[src/hdl/sscwa_pkg.sv]
// Package with constants and helper functions for the seven-segment clock with alarm.
`default_nettype none

package sscwa_pkg;

   localparam int unsigned CountWidth = 16;
   localparam int unsigned TimeWidth  = 6;
   localparam int unsigned DigitWidth = 3;
   localparam int unsigned SegWidth   = 8;
   localparam int unsigned CsrIdxWidth = 8;

   localparam logic [TimeWidth-1:0]  MaxTime         = 6'd59;
   localparam logic [CountWidth-1:0] TicksPerSecRst  = 16'd1000;
   localparam logic [CountWidth-1:0] KeyScanRst      = 16'd301;
   localparam logic [SegWidth-1:0]   DecimalPoint    = 8'h80;

   localparam logic [CsrIdxWidth-1:0] CsrTicksPerSecond = 8'd0;
   localparam logic [CsrIdxWidth-1:0] CsrKeyScanPeriod  = 8'd1;

   localparam logic [DigitWidth-1:0] DigClkSecUnits = 3'd0;
   localparam logic [DigitWidth-1:0] DigClkSecTens  = 3'd1;
   localparam logic [DigitWidth-1:0] DigClkMinUnits = 3'd2;
   localparam logic [DigitWidth-1:0] DigClkMinTens  = 3'd3;
   localparam logic [DigitWidth-1:0] DigAlmSecUnits = 3'd4;
   localparam logic [DigitWidth-1:0] DigAlmSecTens  = 3'd5;
   localparam logic [DigitWidth-1:0] DigAlmMinUnits = 3'd6;

   typedef struct packed {
      logic [2:0] tens;
      logic [3:0] units;
   } bcd_type;

   function automatic logic [SegWidth-1:0] font_of(input logic [3:0] digit);
      logic [SegWidth-1:0] seg;
      case (digit)
         4'd0:    seg = 8'h3f;
         4'd1:    seg = 8'h06;
         4'd2:    seg = 8'h5b;
         4'd3:    seg = 8'h4f;
         4'd4:    seg = 8'h66;
         4'd5:    seg = 8'h6d;
         4'd6:    seg = 8'h7d;
         4'd7:    seg = 8'h07;
         4'd8:    seg = 8'h7f;
         4'd9:    seg = 8'h6f;
         default: seg = 8'h00;
      endcase
      return seg;
   endfunction

   function automatic bcd_type split_bcd(input logic [TimeWidth-1:0] v);
      bcd_type r;
      logic [TimeWidth-1:0] base;
      if (v >= 6'd60) begin
         r.tens = 3'd6; base = 6'd60;
      end else if (v >= 6'd50) begin
         r.tens = 3'd5; base = 6'd50;
      end else if (v >= 6'd40) begin
         r.tens = 3'd4; base = 6'd40;
      end else if (v >= 6'd30) begin
         r.tens = 3'd3; base = 6'd30;
      end else if (v >= 6'd20) begin
         r.tens = 3'd2; base = 6'd20;
      end else if (v >= 6'd10) begin
         r.tens = 3'd1; base = 6'd10;
      end else begin
         r.tens = 3'd0; base = 6'd0;
      end
      r.units = 4'(v - base);
      return r;
   endfunction

   function automatic logic [TimeWidth-1:0] bump_wrap(input logic [TimeWidth-1:0] v);
      logic [TimeWidth-1:0] n;
      n = v + 6'd1;
      return (n > MaxTime) ? '0 : n;
   endfunction

endpackage

`default_nettype wire

[src/hdl/seven_segment_clock_with_alarm_top.sv]
// Top level of the multiplexed seven-segment clock with alarm.
//
//   Channel  Direction  Payload
//   req_     in         one tick with six active-low button levels
//   rsp_     out        segments, digit select and alarm LED for that tick
//   csr_     in         register index and 16-bit write data
//
// One tick is accepted per clock cycle; the input side stalls only while a
// result is held and the output side is not ready. Results appear in the
// output register on the next cycle. The state update and the display decode
// are a single pass of logic from the state registers into the output
// register. Reset clears all but seg_ff and dsel_ff and loads default periods.
`default_nettype none

module seven_segment_clock_with_alarm_top
   import sscwa_pkg::*;
(
   input  wire logic        clock,
   input  wire logic        reset,
   input  wire logic        req_tvalid,
   output logic             req_tready,
   // Fields from bit 0: btn_clock_sec_n, btn_clock_min_n, btn_alarm_sec_n,
   // btn_alarm_min_n, btn_restore_n, btn_save_n, two zero bits.
   input  wire logic [7:0]  req_tdata,
   output logic             rsp_tvalid,
   input  wire logic        rsp_tready,
   // Fields from bit 0: segments[7:0], digit_select[15:8], alarm_led[16],
   // seven zero bits.
   output logic [23:0]      rsp_tdata,
   input  wire logic        csr_valid,
   output logic             csr_ready,
   input  wire logic [CsrIdxWidth-1:0] csr_index,
   input  wire logic [CountWidth-1:0]  csr_data
);

   logic [CountWidth-1:0] tps_ff, ksp_ff;
   logic [CountWidth-1:0] tick_count_ff, tick_count_in;
   logic [CountWidth-1:0] scan_count_ff, scan_count_in;
   logic [DigitWidth-1:0] digit_index_ff, digit_index_in;
   logic [TimeWidth-1:0]  clk_sec_ff, clk_sec_in, clk_min_ff, clk_min_in;
   logic [TimeWidth-1:0]  alm_sec_ff, alm_sec_in, alm_min_ff, alm_min_in;
   logic [TimeWidth-1:0]  bak_sec_ff, bak_sec_in, bak_min_ff, bak_min_in;
   logic                  saved_ff, saved_in, armed_ff, armed_in;
   logic                  latch_ff, latch_in;
   logic                  rsp_valid_ff;
   logic [SegWidth-1:0]   seg_ff, seg_in;
   logic [7:0]            dsel_ff, dsel_in;

   logic                  req_accept;
   logic                  p_csec, p_cmin, p_asec, p_amin, p_rest, p_save;
   logic [CountWidth:0]   scan_next, tick_next;
   logic [TimeWidth-1:0]  sec_a, sec_b, min_a, min_b;
   bcd_type               bcd_clk_sec, bcd_clk_min, bcd_alm_sec, bcd_alm_min;

   assign req_tready = !rsp_valid_ff || rsp_tready;
   assign req_accept = req_tvalid && req_tready;
   assign csr_ready  = 1'b1;

   assign rsp_tvalid = rsp_valid_ff;
   assign rsp_tdata  = {7'd0, latch_ff, dsel_ff, seg_ff};

   assign p_csec = !req_tdata[0];
   assign p_cmin = !req_tdata[1];
   assign p_asec = !req_tdata[2];
   assign p_amin = !req_tdata[3];
   assign p_rest = !req_tdata[4];
   assign p_save = !req_tdata[5];

   always_comb begin
      scan_next = {1'b0, scan_count_ff} + 17'd1;
      scan_count_in = (scan_next >= {1'b0, ksp_ff}) ? '0 : scan_next[CountWidth-1:0];

      digit_index_in = digit_index_ff + 3'd1;

      tick_next = {1'b0, tick_count_ff} + 17'd1;
      sec_a = clk_sec_ff;
      if (tick_next >= {1'b0, tps_ff}) begin
         tick_count_in = '0;
         sec_a = clk_sec_ff + 6'd1;
      end else begin
         tick_count_in = tick_next[CountWidth-1:0];
      end
      sec_b = sec_a;
      min_a = clk_min_ff;
      if (sec_a > MaxTime) begin
         sec_b = '0;
         min_a = clk_min_ff + 6'd1;
      end
      min_b = (min_a > MaxTime) ? MaxTime : min_a;

      bcd_clk_sec = split_bcd(sec_b);
      bcd_clk_min = split_bcd(min_b);
      bcd_alm_sec = split_bcd(alm_sec_ff);
      bcd_alm_min = split_bcd(alm_min_ff);

      case (digit_index_in)
         DigClkSecUnits: seg_in = font_of(bcd_clk_sec.units);
         DigClkSecTens:  seg_in = font_of({1'b0, bcd_clk_sec.tens});
         DigClkMinUnits: seg_in = font_of(bcd_clk_min.units);
         DigClkMinTens:  seg_in = font_of({1'b0, bcd_clk_min.tens});
         DigAlmSecUnits: seg_in = font_of(bcd_alm_sec.units) | (saved_ff ? DecimalPoint : '0);
         DigAlmSecTens:  seg_in = font_of({1'b0, bcd_alm_sec.tens});
         DigAlmMinUnits: seg_in = font_of(bcd_alm_min.units);
         default:        seg_in = font_of({1'b0, bcd_alm_min.tens})
                                  | (armed_ff ? DecimalPoint : '0);
      endcase
      dsel_in = 8'(~(8'd1 << digit_index_in));

      clk_sec_in = sec_b;
      clk_min_in = min_b;
      alm_sec_in = alm_sec_ff;
      alm_min_in = alm_min_ff;
      bak_sec_in = bak_sec_ff;
      bak_min_in = bak_min_ff;
      saved_in   = saved_ff;
      armed_in   = armed_ff;
      if (scan_count_in == '0) begin
         if (p_csec) clk_sec_in = bump_wrap(clk_sec_in);
         if (p_cmin) clk_min_in = bump_wrap(clk_min_in);
         if (p_asec) alm_sec_in = bump_wrap(alm_sec_in);
         if (p_amin) alm_min_in = bump_wrap(alm_min_in);
         if (p_save) begin
            bak_sec_in = alm_sec_in;
            bak_min_in = alm_min_in;
            saved_in   = 1'b1;
         end
         if (p_rest) begin
            alm_sec_in = bak_sec_in;
            alm_min_in = bak_min_in;
            armed_in   = 1'b1;
         end
      end
      latch_in = latch_ff || (armed_in && clk_sec_in == alm_sec_in
                              && clk_min_in == alm_min_in);
   end

   always_ff @(posedge clock) begin
      if (reset) begin
         tps_ff <= TicksPerSecRst;
         ksp_ff <= KeyScanRst;
      end else if (csr_valid && csr_ready) begin
         if (csr_index == CsrTicksPerSecond) tps_ff <= csr_data;
         if (csr_index == CsrKeyScanPeriod)  ksp_ff <= csr_data;
      end
   end

   always_ff @(posedge clock) begin
      if (reset) begin
         tick_count_ff  <= '0;
         scan_count_ff  <= '0;
         digit_index_ff <= '0;
         clk_sec_ff     <= '0;
         clk_min_ff     <= '0;
         alm_sec_ff     <= '0;
         alm_min_ff     <= '0;
         bak_sec_ff     <= '0;
         bak_min_ff     <= '0;
         saved_ff       <= 1'b0;
         armed_ff       <= 1'b0;
         latch_ff       <= 1'b0;
         rsp_valid_ff   <= 1'b0;
      end else if (req_accept) begin
         tick_count_ff  <= tick_count_in;
         scan_count_ff  <= scan_count_in;
         digit_index_ff <= digit_index_in;
         clk_sec_ff     <= clk_sec_in;
         clk_min_ff     <= clk_min_in;
         alm_sec_ff     <= alm_sec_in;
         alm_min_ff     <= alm_min_in;
         bak_sec_ff     <= bak_sec_in;
         bak_min_ff     <= bak_min_in;
         saved_ff       <= saved_in;
         armed_ff       <= armed_in;
         latch_ff       <= latch_in;
         rsp_valid_ff   <= 1'b1;
      end else if (rsp_tready) begin
         rsp_valid_ff   <= 1'b0;
      end
   end

   always_ff @(posedge clock) begin
      if (req_accept) begin
         seg_ff  <= seg_in;
         dsel_ff <= dsel_in;
      end
   end

endmodule

`default_nettype wire

[config.mk]
export PLATFORM = sky130hd
export DESIGN_NAME = seven_segment_clock_with_alarm_top
export DESIGN_NICKNAME = d
export VERILOG_FILES = /design/src/hdl/sscwa_pkg.sv /design/src/hdl/seven_segment_clock_with_alarm_top.sv
export SDC_FILE = /design/constraint.sdc
export NUM_CORES = 1
export LEC_CHECK = 0
export ABC_CLOCK_PERIOD_IN_PS = 9800
export CAP_MARGIN = 5
export CELL_PAD_IN_SITES_DETAIL_PLACEMENT = 1
export CELL_PAD_IN_SITES_GLOBAL_PLACEMENT = 1
export CORE_ASPECT_RATIO = 2
export CORE_UTILIZATION = 49
export DETAILED_ROUTE_END_ITERATION = 12
export DONT_BUFFER_PORTS = 1
export PLACE_DENSITY = 0.92
export RECOVER_POWER = 50
export SLEW_MARGIN = 10
export SYNTH_ARGS = -nofsm -noshare
export SYNTH_HDL_FRONTEND = slang
export SYNTH_SLANG_ARGS = --single-unit
[constraint.sdc]
create_clock -name clock -period 9.8 [get_ports clock]
set_input_delay 0.98 -clock clock [delete_from_list [all_inputs] [get_ports clock]]
set_output_delay 0.98 -clock clock [all_outputs]
set_load 0.05 [all_outputs]
## After elaboration in Yosys (flattened, before gate mapping)

Memories as Yosys holds them, arrays and structs flattened.
Index checks and enable logic that the tools add are counted.

- Add/sub/neg operators: 13
- Magnitude comparators: 32
- Reductions and logical operators: 15
- Equality and inequality tests: 9
- Bitwise gates (word level): 4
- Multiplexer cells: 79
- Shift-type cells: 1

Operator list:

| cell | number |
|---|---|
| 6-bit 2-to-1 mux | 20 |
| 4-bit 2-to-1 mux | 24 |
| 6-bit >= comparator (second input constant) | 12 |
| 8-bit case mux with 7 select lines | 1 |
| 6-bit by 5-bit >= comparator with 1-bit output (second input constant) | 8 |
| 6-bit by 1-bit adder with 6-bit output (second input constant) | 6 |
| 6-bit greater-than comparator (second input constant) | 6 |
| 3-bit 2-to-1 mux | 12 |
| 16-bit by 1-bit adder with 17-bit output (second input constant) | 2 |
| 17-bit by 16-bit >= comparator with 1-bit output | 2 |
| 16-bit 2-to-1 mux | 2 |
| 8-bit 2-to-1 mux | 4 |
| 6-bit by 4-bit >= comparator with 1-bit output (second input constant) | 4 |
| 16-bit zero test | 1 |
| 2-bit 2-to-1 mux | 8 |
| 8-bit OR | 2 |
| 4-bit subtractor | 4 |
| 6-bit == test | 2 |
| 3-bit == test (second input constant) | 3 |
| 8-bit by 1-bit == test with 1-bit output (second input constant) | 1 |
| 8-bit zero test | 1 |
| 1-bit 2-to-1 mux | 8 |
| 8-bit NOT | 1 |
| 1-bit by 3-bit << shifter with 8-bit output (first input constant) | 1 |
| other kinds (12) | 18 |

- Bits in read-only memories: 672
- Flip-flop bits (word level): 123
- Word-level logic and storage cells: 178
- Memories kept: 8
- Bits of input ports: 37
- Output and inout bits: 27

Memories:

| memory | words | width | rd ports | clocked after Yosys merged registers in | wr ports | RTL line | RTL |
|---|---|---|---|---|---|---|---|
| (no name shown) | 16 | 7 | 1 | 0 | 0 | sscwa_pkg.sv:35 | `case (digit)` |
| (no name shown) | 16 | 7 | 1 | 0 | 0 | sscwa_pkg.sv:35 |  |
| (no name shown) | 16 | 7 | 1 | 0 | 0 | sscwa_pkg.sv:35 |  |
| (no name shown) | 16 | 7 | 1 | 0 | 0 | sscwa_pkg.sv:35 |  |
| (no name shown) | 8 | 7 | 1 | 0 | 0 | sscwa_pkg.sv:35 |  |
| (no name shown) | 8 | 7 | 1 | 0 | 0 | sscwa_pkg.sv:35 |  |
| +2 memories | n/a | n/a | n/a | n/a | n/a | n/a |  |

## Logic depth before layout (Yosys ltp)

An unclocked memory read counts as a cell.

- Word-level depth: 17
- Depth in mapped cells: 34
- Depth with buffers taken out: 32

## Worst setup path before layout

OpenSTA, ideal clock, no wires.

- Path kind: register -> register
- From: reg tick_count_ff[0]
- To: reg latch_ff
- Path slack: 2.770 ns
- Stages on the path, launching flop included: 33
- Data arrival time: 6.892 ns
- Data required time: 9.662 ns
- Setup time: 0.138 ns
- Period minus slack after synthesis: 7.030 ns
- Path buffers: 2
- Cells stage by stage: dfxtp_1 > ha_1 > and3_1 > and3_1 > nand3_1 > nor2_1 > nand3_1 > xnor2_1 > ha_1 > nand3_1 > a21boi_0 > o31ai_1 > nand2_1 > o21ai_0 > o211ai_1 > buf_2 > o211ai_1 > nand3_1 > a31oi_1 > inv_1 > ha_1 > clkbuf_1 > nand2_1 > a21oi_1 > o221ai_1 > o31ai_1 > o2111ai_1 > o21ai_0 > a31o_2 > a21oi_1 > mux2_2 > nand3_1 > o32ai_2

- Word-level cells in the longest chain between the ends: 15
- Elaborated cells between the ends (all ways): 23
- Those cells by class: 3 x add/sub; 5 x order compare; 2 x eq/ne; 10 x mux; 3 x reduce/logical

Ends and longest elaborated chain:

| what | RTL line | RTL |
|---|---|---|
| from (decl) | seven_segment_clock_with_alarm_top.sv:37 | `logic [CountWidth-1:0] tick_count_ff, tick_count_in;` |
| from (signal assigned) | seven_segment_clock_with_alarm_top.sv:163 | `tick_count_ff <= tick_count_in;` |
| 16-bit by 1-bit adder with 17-bit output (*) | seven_segment_clock_with_alarm_top.sv:75 | `tick_next = {1'b0, tick_count_ff} + 17'd1;` |
| 17-bit by 16-bit >= comparator with 1-bit output (*) | seven_segment_clock_with_alarm_top.sv:77 | `if (tick_next >= {1'b0, tps_ff}) begin` |
| 6-bit 2-to-1 mux (*) | seven_segment_clock_with_alarm_top.sv:77 |  |
| 6-bit greater-than comparator | seven_segment_clock_with_alarm_top.sv:85 | `if (sec_a > MaxTime) begin` |
| 6-bit 2-to-1 mux | seven_segment_clock_with_alarm_top.sv:85 |  |
| 6-bit greater-than comparator | seven_segment_clock_with_alarm_top.sv:89 | `min_b = (min_a > MaxTime) ? MaxTime : min_a;` |
| 6-bit 2-to-1 mux | seven_segment_clock_with_alarm_top.sv:89 |  |
| 6-bit by 1-bit adder with 6-bit output | sscwa_pkg.sv:75 | `n = v + 6'd1;` |
| 6-bit greater-than comparator | sscwa_pkg.sv:76 | `return (n > MaxTime) ? '0 : n;` |
| 6-bit 2-to-1 mux | sscwa_pkg.sv:76 |  |
| 6-bit 2-to-1 mux | seven_segment_clock_with_alarm_top.sv:119 | `if (p_cmin) clk_min_in = bump_wrap(clk_min_in);` |
| 6-bit 2-to-1 mux | seven_segment_clock_with_alarm_top.sv:117 | `if (scan_count_in == '0) begin` |
| 6-bit == test | seven_segment_clock_with_alarm_top.sv:134 | `&& clk_min_in == alm_min_in);` |
| 1-bit logical AND (*) | seven_segment_clock_with_alarm_top.sv:134 |  |
| 1-bit logical OR (*) | seven_segment_clock_with_alarm_top.sv:133 | `latch_in = latch_ff \|\| (armed_in && clk_sec_in == alm_sec_in` |
| to (signal assigned) | seven_segment_clock_with_alarm_top.sv:174 | `latch_ff <= latch_in;` |
| to (decl) | seven_segment_clock_with_alarm_top.sv:44 | `logic latch_ff, latch_in;` |

Mark *: on every way between the ends. The rest lies on a longest branch, timed or not.
A chain may end at the register's enable or synchronous reset.

## Worst setup path in the final report

- From: reg tick_count_ff[2]
- To: reg clk_min_ff[0]

- Word-level cells in the longest chain between the ends: 12

Ends and longest elaborated chain:

| what | RTL line | RTL |
|---|---|---|
| 16-bit by 1-bit adder with 17-bit output (*) | seven_segment_clock_with_alarm_top.sv:75 |  |
| 17-bit by 16-bit >= comparator with 1-bit output (*) | seven_segment_clock_with_alarm_top.sv:77 |  |
| 6-bit 2-to-1 mux (*) | seven_segment_clock_with_alarm_top.sv:77 |  |
| 6-bit greater-than comparator (*) | seven_segment_clock_with_alarm_top.sv:85 |  |
| 6-bit 2-to-1 mux (*) | seven_segment_clock_with_alarm_top.sv:85 |  |
| 6-bit greater-than comparator | seven_segment_clock_with_alarm_top.sv:89 |  |
| 6-bit 2-to-1 mux (*) | seven_segment_clock_with_alarm_top.sv:89 |  |
| 6-bit by 1-bit adder with 6-bit output | sscwa_pkg.sv:75 |  |
| 6-bit greater-than comparator | sscwa_pkg.sv:76 |  |
| 6-bit 2-to-1 mux | sscwa_pkg.sv:76 |  |
| 6-bit 2-to-1 mux | seven_segment_clock_with_alarm_top.sv:119 |  |
| 6-bit 2-to-1 mux (*) | seven_segment_clock_with_alarm_top.sv:117 |  |
| to (signal assigned) | seven_segment_clock_with_alarm_top.sv:167 | `clk_min_ff <= clk_min_in;` |
| to (decl) | seven_segment_clock_with_alarm_top.sv:40 | `logic [TimeWidth-1:0] clk_sec_ff, clk_sec_in, clk_min_ff, clk_min_in;` |

Marked as above.

==> impl_metrics.yaml <==
finish:
  regArea_sq_mm: 0.00262
  syn_to_final_growth_pct: 5.57
  n_fill_cell: 2864
  nNetsFinal: 1594
  drive_gt1_share_pct: 5.30
  fin_area_sq_mm: 0.0119
  fin_cells: 1753
  multi_input_area_sq_mm: 0.00788
routing:
  ant_nets: 0
  drc: 0
  vias: 11700
  wirelength_microns: 41800
  avgViaCountPerCell: 6.66
  met3RoutedLength_microns: 2580
  top_layer: "met4"
  wl_met2_microns: 22100
  dr.pass1.iters: 5
  dr.first_iter.drc_count: 760
  wl_per_cell_microns: 23.9
  wl_met1_microns: 13600
placement:
  port_buffers: 0
  placed_cells: 1720
  gp_congestion: 0.986
  dp_hpwl_microns: 29700
  placed_cell_area_sq_mm: 0.0113
synth:
  ys_types: 82
  yosysWarnings: 0
  async_reset_ff_share_pct: 0
  avgSynthCellArea_sq_um: 7.35
  yosys_register_bits: 123
  synth_top_area_share_pct: 19.0
  synthTopCellsByArea: "dfxtp_1 (19%), ha_1 (10%), nor2_1 (6.0%)"
  ys_top_cells_by_count: "nor2_1 (181), nand2_1 (160), a21oi_1 (116), dfxtp_1 (107), o21ai_0 (95)"
  synth-edff-count: 16
  synth.most_common_cell: "nor2_1"
  synth_area_leader_cell: "dfxtp_1"
  synth_area_sq_mm: 0.0113
  synth_cells: 1533
  ys_seq_area_share_pct: 23.3
  ys.flop_type: "dfxtp_1"
power:
  power.density_mw_per_mm2: 137
  p_leak_nw: 4.78
  vdd_drop_max_v: 0.000143
  finalPower_mw: 1.62
sta:
  rsz0062_at_grt: "no"
  final_hold_viol_count: 0
  setup_viol: 0
  final_max_slew_viol_count: 130
  fmax_mhz: 113
  fin_crit_sh_pct: 90.1
  tns_ns: 0
  worstMarginPinSlew_ns: 3.12
  skew_ns: 0.00823
  slew-limit-headroom_pct: -108
  min_period_ns: 8.83
setup_path:
  critPathSlowestCell: "a2111oi_0"
  end_kind: "register"
  worst-endpoint-required_ns: 10.15
  worstSetupPathType: "reg2reg"
  crit_top_cell: "a21oi_1"
  startpoint_type: "register"
  arrival_ns: 9.18
  slowest_delay_ns: 0.70
  crit_fanout: 12
clock_tree:
  h-tree-depth: 4
  hold_buffers: 0
  cts_resized: 0
  cts_buffer_depth: 2
  clock_sinks: 123
  cts-root-buf: "clkbuf_16"
  clk_pin_slew_ns: 0.06
  clock_latency_ns: 0.46
  post_cts_buffers: 0
  cts_tree: "yes"
  cts_buffers: 17
worst_hold_path:
  worstHoldPathType: "reg2reg"
flow_run:
  maxCapViolations: 3
global_routing:
  grt-ovfl-total: 0
  grt_pass1_wl_microns: 66300
  track_usage_pct: 36.9
  grt_pass1_vias: 12500
  grt_max_degree: 109
  antenna_found_initial: 2
die:
  core_sq_mm: 0.0226
  row_count: 78
  fp.dieW_microns: 109
  dieArea_sq_mm: 0.0236
  io_pins: 64
  die_h_microns: 216
  initial_core_util_pct: 49.7
status:
  violations: "capacitance limit, slew limit"
  status: "complete, but fails checks"
placed cells by master, fill, tap and decap left out, types with 18 or more instances in the layout:
cell | Yosys | final
ha_1 | 94 | 94
inv_1 | 90 | 90
o211ai_1 | 20 | 20
a21oi_1 | 116 | 116
nor2_1 | 181 | 181
xor2_1 | 18 | 18
nor3_1 | 38 | 37
nand2b_1 | 20 | 20
nand2_1 | 160 | 160
dfxtp_1 | 107 | 107
xnor2_1 | 30 | 30
a211oi_1 | 27 | 26
nand3_1 | 62 | 62
o21ai_0 | 95 | 95
mux2i_1 | 48 | 48
clkbuf_16 | 0 | 18
cell families after synthesis:
family / synth area share [%]
AND/OR/NAND/NOR: 24.3
AO/OA/AOI/OAI: 24.6
buffers and inverters: 7.14
flip-flops: 23.3
adder cells (fa/ha/maj): 11.2
multiplexers: 5.72
XOR/XNOR: 3.73
other: 0.0667
state kept, by name (all words and copies together), names as in the netlist, 8 cells and up:
name,cells
tps_ff,16
scan_count_ff,16
ksp_ff,16
dsel_ff,8
tick_count_ff,16
seg_ff,8
per-stage QoR:
step,worst slack [ns],hold slack [ns],utilization [%]
after detailed placement,1.13,0.452,49.7
final,0.972,0.467,52.5
after global routing,0.162,0.477,52.5
after global placement,1.51,0.446,49.7
after CTS,0.980,0.466,52.5
after floorplan,2.77,0.435,-
cell type report:
type | count | area share (%)
Clock buffer | 18 | 3.79
Inverter | 91 | 2.87
Tap cell | 280 | 2.95
Antenna cell | 1 | 0.0210
Multi-Input combinational cell | 1218 | 66.3
Clock inverter | 14 | 1.59
Sequential cell | 123 | 22.1
Timing Repair Buffer | 8 | 0.442
power by group:
| group | leakage [nW] | internal (mW) | switching (mW) |
|---|---|---|---|
| Sequential | 1.00 | 0.531 | 0.0476 |
| Clock | 0.309 | 0.440 | 0.264 |
| Combinational | 3.47 | 0.115 | 0.228 |
| Total | 4.78 | 1.09 | 0.539 |
worst max-delay path: cells and delay by family, from the launching register on:
kind | cells | cell delay, ns
simple gates | 8 | 1.81
fa+ha+maj | 2 | 0.72
buf+inv | 2 | 0.28
flops | 1 | 0.42
xor+xnor | 2 | 0.60
mux | 1 | 0.30
compound gates | 16 | 4.58
routing by layer:
metal | up-vias | GRT usage [%]
met5 | - | 0
met4 | 0 | 30.0
met3 | 228 | 12.3
met2 | 409 | 66.4
met1 | 5705 | 31.9
li1 | 5329 | -
worst paths after layout:
check                                     start  slack, ns  depth (start not counted)                          to
hold / removal           ksp_ff[3]$_SDFFE_PP1P_       0.47                          1      ksp_ff[3]$_SDFFE_PP1P_
setup reg to reg  tick_count_ff[2]$_SDFFE_PP0P_       0.97                         31  clk_min_ff[0]$_SDFFE_PP0P_
setup / recovery  tick_count_ff[2]$_SDFFE_PP0P_       0.97                         31  clk_min_ff[0]$_SDFFE_PP0P_
hold reg to reg          ksp_ff[3]$_SDFFE_PP1P_       0.47                          1      ksp_ff[3]$_SDFFE_PP1P_
No activity file was read; power rests on OpenSTA's default activity.
